[src/hdl/sfht_pkg.sv]
// sfht_pkg: shared types and constants for the smallest-free handle table
// depends on: nothing
package sfht_pkg;

  localparam int unsigned ID_W     = 7;
  localparam int unsigned POS_W    = 6;
  localparam int unsigned OP_W     = 2;
  localparam int unsigned ST_W     = 2;
  localparam int unsigned ID_SPACE = 1 << ID_W;

  // operation codes on the input beat
  typedef enum logic [OP_W-1:0] {
    OP_ALLOC   = 2'd0,
    OP_RELEASE = 2'd1,
    OP_LOOKUP  = 2'd2
  } op_e;

  // status codes on the output beat
  typedef enum logic [ST_W-1:0] {
    ST_OK        = 2'd0,
    ST_NOT_FOUND = 2'd1,
    ST_FULL      = 2'd2
  } status_e;

  // control broadcast to every cell of the chain
  typedef struct packed {
    logic            step;    // pop head, shift all cells one place down
    logic            keep;    // on a step, recirculate the head to the tail
    logic            append;  // write wr_id at the tail
    logic [ID_W-1:0] wr_id;
  } cell_ctrl_t;

endpackage

[src/hdl/smallest_free_handle_table_unit.sv]
// smallest_free_handle_table_unit: top level of the smallest-free handle table
// depends on: sfht_pkg, sfht_cell, sfht_id_map
//
//  channel | direction | handshake              | payload
//  --------+-----------+------------------------+------------------------------
//  in      | input     | in_valid_i/in_ready_o   | opcode_i, handle_id_i
//  out     | output    | out_valid_o/out_ready_i | status_o, result_id_o, position_o
//
// allocate, a missing id or an unknown opcode: the beat goes through the decode and finish
// states to the result register, then the unit is back in idle for a new input beat.
// release or lookup of a live id: decode, scan, finish; the live list rotates once
// through the cell chain, one cell per cycle, and the head cell is compared each cycle.
// reset clears the entry count and the id bitmap at once; no clearing pass.
// a result waits in the output register while the next beat is taken; an operation
// that finishes while that register is still full holds until it drains.
module smallest_free_handle_table_unit #(
  parameter int unsigned MAX_ENTRIES = 64
) (
  input  logic                      clk_i,
  input  logic                      rst_ni,
  input  logic                      in_valid_i,
  output logic                      in_ready_o,
  input  logic [sfht_pkg::OP_W-1:0] opcode_i,
  input  logic [sfht_pkg::ID_W-1:0] handle_id_i,
  output logic                      out_valid_o,
  input  logic                      out_ready_i,
  output logic [sfht_pkg::ST_W-1:0]  status_o,
  output logic [sfht_pkg::ID_W-1:0]  result_id_o,
  output logic [sfht_pkg::POS_W-1:0] position_o
);

  localparam int unsigned CNT_W = $clog2(MAX_ENTRIES + 1);
  localparam int unsigned IDX_W = $clog2(MAX_ENTRIES);
  localparam int unsigned ID_W  = sfht_pkg::ID_W;
  localparam int unsigned POS_W = sfht_pkg::POS_W;
  localparam int unsigned ST_W  = sfht_pkg::ST_W;

  typedef enum logic [1:0] {
    S_IDLE,
    S_DECODE,
    S_SCAN,
    S_FINISH
  } state_e;

  state_e                state_q, state_d;
  logic [sfht_pkg::OP_W-1:0] op_q, op_d;
  logic [ID_W-1:0]       key_q, key_d;
  logic [CNT_W-1:0]      count_q, count_d;
  logic [CNT_W-1:0]      remain_q, remain_d;
  logic [IDX_W-1:0]      pop_q, pop_d;
  logic [ST_W-1:0]       res_st_q, res_st_d;
  logic [ID_W-1:0]       res_id_q, res_id_d;
  logic [POS_W-1:0]      res_pos_q, res_pos_d;
  logic                  out_valid_q, out_valid_d;
  logic [ST_W-1:0]       status_q, status_d;
  logic [ID_W-1:0]       result_id_q, result_id_d;
  logic [POS_W-1:0]      position_q, position_d;

  sfht_pkg::cell_ctrl_t  cell_ctrl;
  logic [ID_W-1:0]       id_chain [MAX_ENTRIES];
  logic                  head_hit;
  logic                  map_set, map_clr;
  logic [ID_W-1:0]       map_id;
  logic                  found;
  logic [ID_W-1:0]       free_id;
  logic                  free_ok;
  logic [IDX_W+POS_W-1:0] pop_ext;
  logic [IDX_W+POS_W-1:0] cnt_ext;

  // chain of list cells, cell 0 is the head
  for (genvar g = 0; g < MAX_ENTRIES; g++) begin : g_cell
    logic [ID_W-1:0] right_id;
    if (g == MAX_ENTRIES - 1) begin : g_last
      assign right_id = id_chain[0];
    end else begin : g_mid
      assign right_id = id_chain[g+1];
    end
    sfht_cell #(
      .IDX   (g),
      .CNT_W (CNT_W)
    ) u_cell (
      .clk_i      (clk_i),
      .ctrl_i     (cell_ctrl),
      .len_i      (count_q),
      .right_id_i (right_id),
      .head_id_i  (id_chain[0]),
      .id_o       (id_chain[g])
    );
  end

  // live id bitmap
  sfht_id_map u_id_map (
    .clk_i     (clk_i),
    .rst_ni    (rst_ni),
    .set_i     (map_set),
    .clr_i     (map_clr),
    .wr_id_i   (map_id),
    .key_i     (key_q),
    .found_o   (found),
    .free_id_o (free_id),
    .free_ok_o (free_ok)
  );

  assign head_hit = (id_chain[0] == key_q);
  assign pop_ext  = {{POS_W{1'b0}}, pop_q};
  assign cnt_ext  = {{POS_W{1'b0}}, count_q[IDX_W-1:0]};
  assign map_id   = (state_q == S_SCAN) ? key_q : free_id;

  assign in_ready_o = (state_q == S_IDLE);

  // sequencer
  always_comb begin
    state_d     = state_q;
    op_d        = op_q;
    key_d       = key_q;
    count_d     = count_q;
    remain_d    = remain_q;
    pop_d       = pop_q;
    res_st_d    = res_st_q;
    res_id_d    = res_id_q;
    res_pos_d   = res_pos_q;
    out_valid_d = out_valid_q;
    status_d    = status_q;
    result_id_d = result_id_q;
    position_d  = position_q;
    cell_ctrl   = '0;
    map_set     = 1'b0;
    map_clr     = 1'b0;

    // output beat taken
    if (out_valid_q && out_ready_i) begin
      out_valid_d = 1'b0;
    end

    case (state_q)
      S_IDLE: begin
        if (in_valid_i) begin
          op_d    = opcode_i;
          key_d   = handle_id_i;
          state_d = S_DECODE;
        end
      end
      S_DECODE: begin
        res_id_d  = key_q;
        res_pos_d = '0;
        res_st_d  = sfht_pkg::ST_NOT_FOUND;
        state_d   = S_FINISH;
        case (op_q)
          sfht_pkg::OP_ALLOC: begin
            res_id_d = '0;
            res_st_d = sfht_pkg::ST_FULL;
            if ((count_q != CNT_W'(MAX_ENTRIES)) && free_ok) begin
              cell_ctrl.append = 1'b1;
              cell_ctrl.wr_id  = free_id;
              map_set          = 1'b1;
              res_id_d         = free_id;
              res_st_d         = sfht_pkg::ST_OK;
              res_pos_d        = cnt_ext[POS_W-1:0];
              count_d          = count_q + CNT_W'(1);
            end
          end
          sfht_pkg::OP_RELEASE, sfht_pkg::OP_LOOKUP: begin
            if (found) begin
              pop_d    = '0;
              remain_d = count_q;
              state_d  = S_SCAN;
            end
          end
          default: begin
          end
        endcase
      end
      S_SCAN: begin
        cell_ctrl.step = 1'b1;
        cell_ctrl.keep = !(head_hit && (op_q == sfht_pkg::OP_RELEASE));
        if (head_hit) begin
          res_st_d = sfht_pkg::ST_OK;
          if (op_q == sfht_pkg::OP_LOOKUP) begin
            res_pos_d = pop_ext[POS_W-1:0];
          end else begin
            map_clr = 1'b1;
            count_d = count_q - CNT_W'(1);
          end
        end
        pop_d    = pop_q + IDX_W'(1);
        remain_d = remain_q - CNT_W'(1);
        if (remain_q == CNT_W'(1)) begin
          state_d = S_FINISH;
        end
      end
      S_FINISH: begin
        if (!out_valid_q || out_ready_i) begin
          out_valid_d = 1'b1;
          status_d    = res_st_q;
          result_id_d = res_id_q;
          position_d  = res_pos_q;
          state_d     = S_IDLE;
        end
      end
      default: begin
        state_d = S_IDLE;
      end
    endcase
  end

  always_ff @(posedge clk_i or negedge rst_ni) begin
    if (!rst_ni) begin
      state_q     <= S_IDLE;
      op_q        <= '0;
      key_q       <= '0;
      count_q     <= '0;
      remain_q    <= '0;
      pop_q       <= '0;
      res_st_q    <= '0;
      res_id_q    <= '0;
      res_pos_q   <= '0;
      out_valid_q <= 1'b0;
      status_q    <= '0;
      result_id_q <= '0;
      position_q  <= '0;
    end else begin
      state_q     <= state_d;
      op_q        <= op_d;
      key_q       <= key_d;
      count_q     <= count_d;
      remain_q    <= remain_d;
      pop_q       <= pop_d;
      res_st_q    <= res_st_d;
      res_id_q    <= res_id_d;
      res_pos_q   <= res_pos_d;
      out_valid_q <= out_valid_d;
      status_q    <= status_d;
      result_id_q <= result_id_d;
      position_q  <= position_d;
    end
  end

  assign out_valid_o = out_valid_q;
  assign status_o    = status_q;
  assign result_id_o = result_id_q;
  assign position_o  = position_q;

  // live count stays within the chain
  a_count_range: assert property (@(posedge clk_i) disable iff (!rst_ni)
    count_q <= CNT_W'(MAX_ENTRIES))
    else $error("entry count beyond table size");

  // a rotation only runs over a nonempty list
  a_scan_nonempty: assert property (@(posedge clk_i) disable iff (!rst_ni)
    (state_q == S_SCAN) |-> ((count_q != '0) && (remain_q != '0)))
    else $error("rotation over empty list");

  // a released id leaves the list, so the next head cannot match it
  a_release_once: assert property (@(posedge clk_i) disable iff (!rst_ni)
    (state_q == S_SCAN && head_hit && op_q == sfht_pkg::OP_RELEASE)
    |=> !(state_q == S_SCAN && head_hit))
    else $error("released id still in list");

  // a full answer carries id zero
  a_full_zero: assert property (@(posedge clk_i) disable iff (!rst_ni)
    (out_valid_q && status_q == sfht_pkg::ST_FULL) |-> (result_id_q == '0))
    else $error("full status with nonzero id");

endmodule

[src/hdl/sfht_cell.sv]
// sfht_cell: one entry of the live id list, shifts toward the head on a step
// depends on: sfht_pkg
module sfht_cell #(
  parameter int unsigned IDX   = 0,
  parameter int unsigned CNT_W = 7
) (
  input  logic                     clk_i,
  input  sfht_pkg::cell_ctrl_t     ctrl_i,
  input  logic [CNT_W-1:0]         len_i,
  input  logic [sfht_pkg::ID_W-1:0] right_id_i,
  input  logic [sfht_pkg::ID_W-1:0] head_id_i,
  output logic [sfht_pkg::ID_W-1:0] id_o
);

  logic [sfht_pkg::ID_W-1:0] id_q, id_d;
  logic                      is_tail;
  logic                      is_next;

  // position of this cell relative to the live length
  assign is_tail = (len_i == CNT_W'(IDX + 1));
  assign is_next = (len_i == CNT_W'(IDX));

  // next entry value
  always_comb begin
    id_d = id_q;
    if (ctrl_i.step) begin
      if (ctrl_i.keep && is_tail) begin
        id_d = head_id_i;
      end else begin
        id_d = right_id_i;
      end
    end else if (ctrl_i.append && is_next) begin
      id_d = ctrl_i.wr_id;
    end
  end

  always_ff @(posedge clk_i) begin
    id_q <= id_d;
  end

  assign id_o = id_q;

endmodule

[src/hdl/sfht_id_map.sv]
// sfht_id_map: bitmap of live ids, membership test and smallest free id
// depends on: sfht_pkg
module sfht_id_map (
  input  logic                      clk_i,
  input  logic                      rst_ni,
  input  logic                      set_i,
  input  logic                      clr_i,
  input  logic [sfht_pkg::ID_W-1:0] wr_id_i,
  input  logic [sfht_pkg::ID_W-1:0] key_i,
  output logic                      found_o,
  output logic [sfht_pkg::ID_W-1:0] free_id_o,
  output logic                      free_ok_o
);

  logic [sfht_pkg::ID_SPACE-1:0] used_q, used_d;
  logic [sfht_pkg::ID_W-1:0]     free_q, free_d;
  logic                          free_ok_q, free_ok_d;

  // bitmap update
  always_comb begin
    used_d = used_q;
    if (set_i) begin
      used_d[wr_id_i] = 1'b1;
    end
    if (clr_i) begin
      used_d[wr_id_i] = 1'b0;
    end
  end

  // lowest clear bit above zero, registered
  always_comb begin
    free_d    = '0;
    free_ok_d = 1'b0;
    for (int i = sfht_pkg::ID_SPACE - 1; i >= 1; i--) begin
      if (!used_q[i]) begin
        free_d    = sfht_pkg::ID_W'(i);
        free_ok_d = 1'b1;
      end
    end
  end

  always_ff @(posedge clk_i or negedge rst_ni) begin
    if (!rst_ni) begin
      used_q    <= '0;
      free_q    <= sfht_pkg::ID_W'(1);
      free_ok_q <= 1'b1;
    end else begin
      used_q    <= used_d;
      free_q    <= free_d;
      free_ok_q <= free_ok_d;
    end
  end

  assign found_o   = used_q[key_i];
  assign free_id_o = free_q;
  assign free_ok_o = free_ok_q;

  // id zero is never live
  a_zero_unused: assert property (@(posedge clk_i) disable iff (!rst_ni) !used_q[0])
    else $error("id zero marked live");

  // a set always carries a nonzero id
  a_set_nonzero: assert property (@(posedge clk_i) disable iff (!rst_ni)
    set_i |-> (wr_id_i != '0))
    else $error("allocation of id zero");

  // set and clear never in the same cycle
  a_set_clr: assert property (@(posedge clk_i) disable iff (!rst_ni) !(set_i && clr_i))
    else $error("bitmap set and clear together");

endmodule
[config.mk]
export PLATFORM = sky130hd
export DESIGN_NAME = smallest_free_handle_table_unit
export DESIGN_NICKNAME = d
export VERILOG_FILES = /design/src/hdl/sfht_pkg.sv /design/src/hdl/smallest_free_handle_table_unit.sv /design/src/hdl/sfht_cell.sv /design/src/hdl/sfht_id_map.sv
export SDC_FILE = /design/constraint.sdc
export NUM_CORES = 2
export LEC_CHECK = 0
export BUFFER_PORTS_ARGS = -buffer_cell sky130_fd_sc_hd__buf_2
export CAP_MARGIN = 20
export CORE_MARGIN = 1
export CORE_UTILIZATION = 40
export CTS_BUF_LIST = sky130_fd_sc_hd__clkbuf_16
export CTS_CLUSTER_SIZE = 28
export DETAILED_ROUTE_END_ITERATION = 10
export SLEW_MARGIN = 20
export SYNTH_ARGS = -nofsm -noshare
export SYNTH_HDL_FRONTEND = slang
export SYNTH_SLANG_ARGS = --single-unit
[constraint.sdc]
create_clock -name clk_i -period 5.85 [get_ports clk_i]
set_clock_uncertainty 0.2 [all_clocks]
set_input_delay 0.2925 -clock clk_i [delete_from_list [all_inputs] [get_ports clk_i]]
set_output_delay 0.2925 -clock clk_i [all_outputs]
set_load 0.1 [all_outputs]
==> results.ini <==
[worst_setup_path]
rr_startpoint = count_q[1]
regToRegSetupSlack_ns = 1.10
cp.required_ns = 5.88
r2r_cells = 9
worstPathArrival_ns = 4.79
startpoint_type = flop
crit_type = reg -> reg
r2r_end = g_cell[14].u_cell.id_o[0]
worst_setup_path_end_kind = flop
crit_fanout = 15

[floorplanning]
dieArea_mm2 = 0.0840
die_h_um = 290
core_mm2 = 0.0821
ios = 30
start_util = 0.404
rows = 105
die_w_um = 290

[yosys]
synthFlopType = edfxtp_1
synth_top_area_frac = 0.406
synth_cell_types = 81
synthCells = 2933
ys_ff_latch = 646
netlist_area_mm2 = 0.0332
synth_top_area_cell = edfxtp_1
synthArstFlopShare = 0.307
syn_avg_cell_area_um2 = 11.3
synth.area.top_cells = edfxtp_1 (41%), dfrtp_1 (15%), mux2i_1 (13%)
ys_seq_area_frac = 0.555
synth_edf_count = 448
yosysWarningCount = 0
syn-num-nets = 2960

[cells_and_area]
nets = 2874
mostFrequentLayoutCells = o21ai_0 (540), edfxtp_1 (448), mux2i_1 (436), nand2_1 (198), dfrtp_1 (195)
area_delta_synth_final_pct = 10.3
final_common_cell = o21ai_0
utilization = 0.445
layout-drive-gt1-share = 0.108
fin_area_mm2 = 0.0366
stdcell_count = 3974

[timing]
layout_min_cycle_time_ns = 4.75
fin_crit_sh = 0.813
drv_slew = 0
tightest_slew_ns = 1.07
tns_ns = 0
max_freq_mhz = 210
setup_viol = 0
finalWorstSetupSlack_ns = 1.10
rsz0062_at_grt = false
relSlewSlack = 0.283
hold_viol_final = 0
holdWs_ns = 0.104

[clock_network]
cts-htree-levels = 3
clk_pin_slew_ns = 0.07
cts_tree = done
postCtsHoldBufs = 12
cts-buffers-inserted = 71
cts-resized-gates = 0
clk_latency_ns = 0.63
clkSinkCount = 646
cts_setup_buffers = 0
clockBufferDepth = 3
ctsRootBufferMaster = clkbuf_16

[power_and_ir_drop]
ir_drop_mv = 0.322
fin_total_pwr_mw = 17.8
power.density_mw_per_mm2 = 486
p_leak_nw = 16.0

[placement]
pre_cts_slack_ns = 1.21
placedCellCount = 3830
hpwl_um = 60000
dpl_cell_area_mm2 = 0.0341
io_buffers = 29
place_congestion = 0.931

[global_routing]
grt_usage = 0.234
grt_pass1_vias = 24600
antenna_found_initial = 2
grt_pass1_wl_um = 153000
grt_max_degree = 162
grt_overflow = 0

[flow_run]
max-cap-violations = 0

[drt]
ant_nets = 0
drcViolationCount = 0
dr.pass1.iters = 5
num_vias = 24500
drt-total-wl_um = 101000
drt_iter0_markers = 2455
post_drt_wl_per_cell_um = 25.3
avgViaCountPerCell = 6.17

[min_path]
hp-class = in -> async

[run_status]
outcome = complete, no violations

-- cell usage after synthesis, types with 5 or more instances --
cell and n:
and2_1 28, a21boi_0 5, a21oi_1 118, nor3_1 25, nand2b_1 9, nor2_1 148
mux4_2 23, buf_6 6, o22a_1 88, nor2b_1 15, ha_1 14, o41ai_1 5
mux2i_1 436, and3_1 11, edfxtp_1 448, nand4_1 44, a32o_1 5, nand2_1 205
a31oi_1 17, clkbuf_1 225, o31ai_1 10, a22oi_1 7, o22ai_1 10, mux2_2 45
nand3b_1 5, nor3b_1 5, buf_4 6, nand3_1 34, inv_1 45, a22o_1 6
xnor2_1 9, buf_2 8, nand2_2 38, dfrtp_1 196, o21ai_0 541, a41oi_1 6
-- how the worst max path moves through the flow --
| stage | startpoint | endpoint | slack, ns | cells past startpoint |
|---|---|---|---|---|
| 2_1_floorplan | count_q[1] | g_cell[60].u_cell.id_o[0] | 2.28 | 11 |
| 3_3_place_gp | count_q[0] | g_cell[7].u_cell.id_o[4] | 1.41 | 9 |
| 3_5_place_dp | count_q[0] | g_cell[9].u_cell.id_o[4] | 1.21 | 9 |
| 4_1_cts | count_q[1] | g_cell[14].u_cell.id_o[0] | 1.19 | 9 |
| 5_1_grt | count_q[0] | g_cell[9].u_cell.id_o[2] | 0.77 | 9 |
| 6_report | count_q[1] | g_cell[14].u_cell.id_o[0] | 1.10 | 9 |
-- sequential cells by signal (all words and copies together) (netlist names), 7 cells and up --
register	flops
count_q	7
remain_q	7
g_cell.u_cell.id_o	448
res_id_q	7
u_id_map.used_q	128
result_id_o	7
key_q	7
u_id_map.free_id_o	7
-- power breakdown --
group / internal (mW) / total [mW] / switching [mW]
sequential: 6.90 / 7.79 / 0.891
combinational: 1.60 / 5.46 / 3.86
clock: 2.62 / 4.53 / 1.91
-- logic make-up after synthesis --
| kind of cell | Yosys count | share of synthesized area |
|---|---|---|
| AOI/OAI and AO/OA | 868 | 0.152 |
| DFF | 646 | 0.555 |
| and+or+nand+nor | 590 | 0.0840 |
| muxes | 507 | 0.164 |
| buffers and inverters | 295 | 0.0357 |
| adders and majority gates | 14 | 0.00528 |
| xor gates and xnor gates | 13 | 0.00343 |
-- final cells by class --
type,count,area (µm²)
fill,7408,45600
tap,1070,1340
inverter,46,180
antenna,1,2.50
clock inverter,55,485
clock buffer,74,1850
multi-input combinational,1992,13600
timing repair buffer,90,672
sequential,646,18400
-- worst max-delay path, stage by stage, from the launching register on --
cell and delay (ns):
dfrtp_1 0.45, inv_1 0.15, ha_1 0.32, nor3b_2 0.24
a31oi_2 0.53, and2_0 0.40, nand2_1 0.22, nor2_1 0.35
nand2_1 0.50, o21ai_0 0.99
-- layer usage --
metal,vias up,track usage,part of all wire
met3,264,0.0428,0.078
met4,2,0.107,0.047
met1,12200,0.310,0.41
met5,-,0,0.00034
li1,10800,-,-
met2,1191,0.374,0.46
Note: power is estimated with default switching activity, not from simulation.
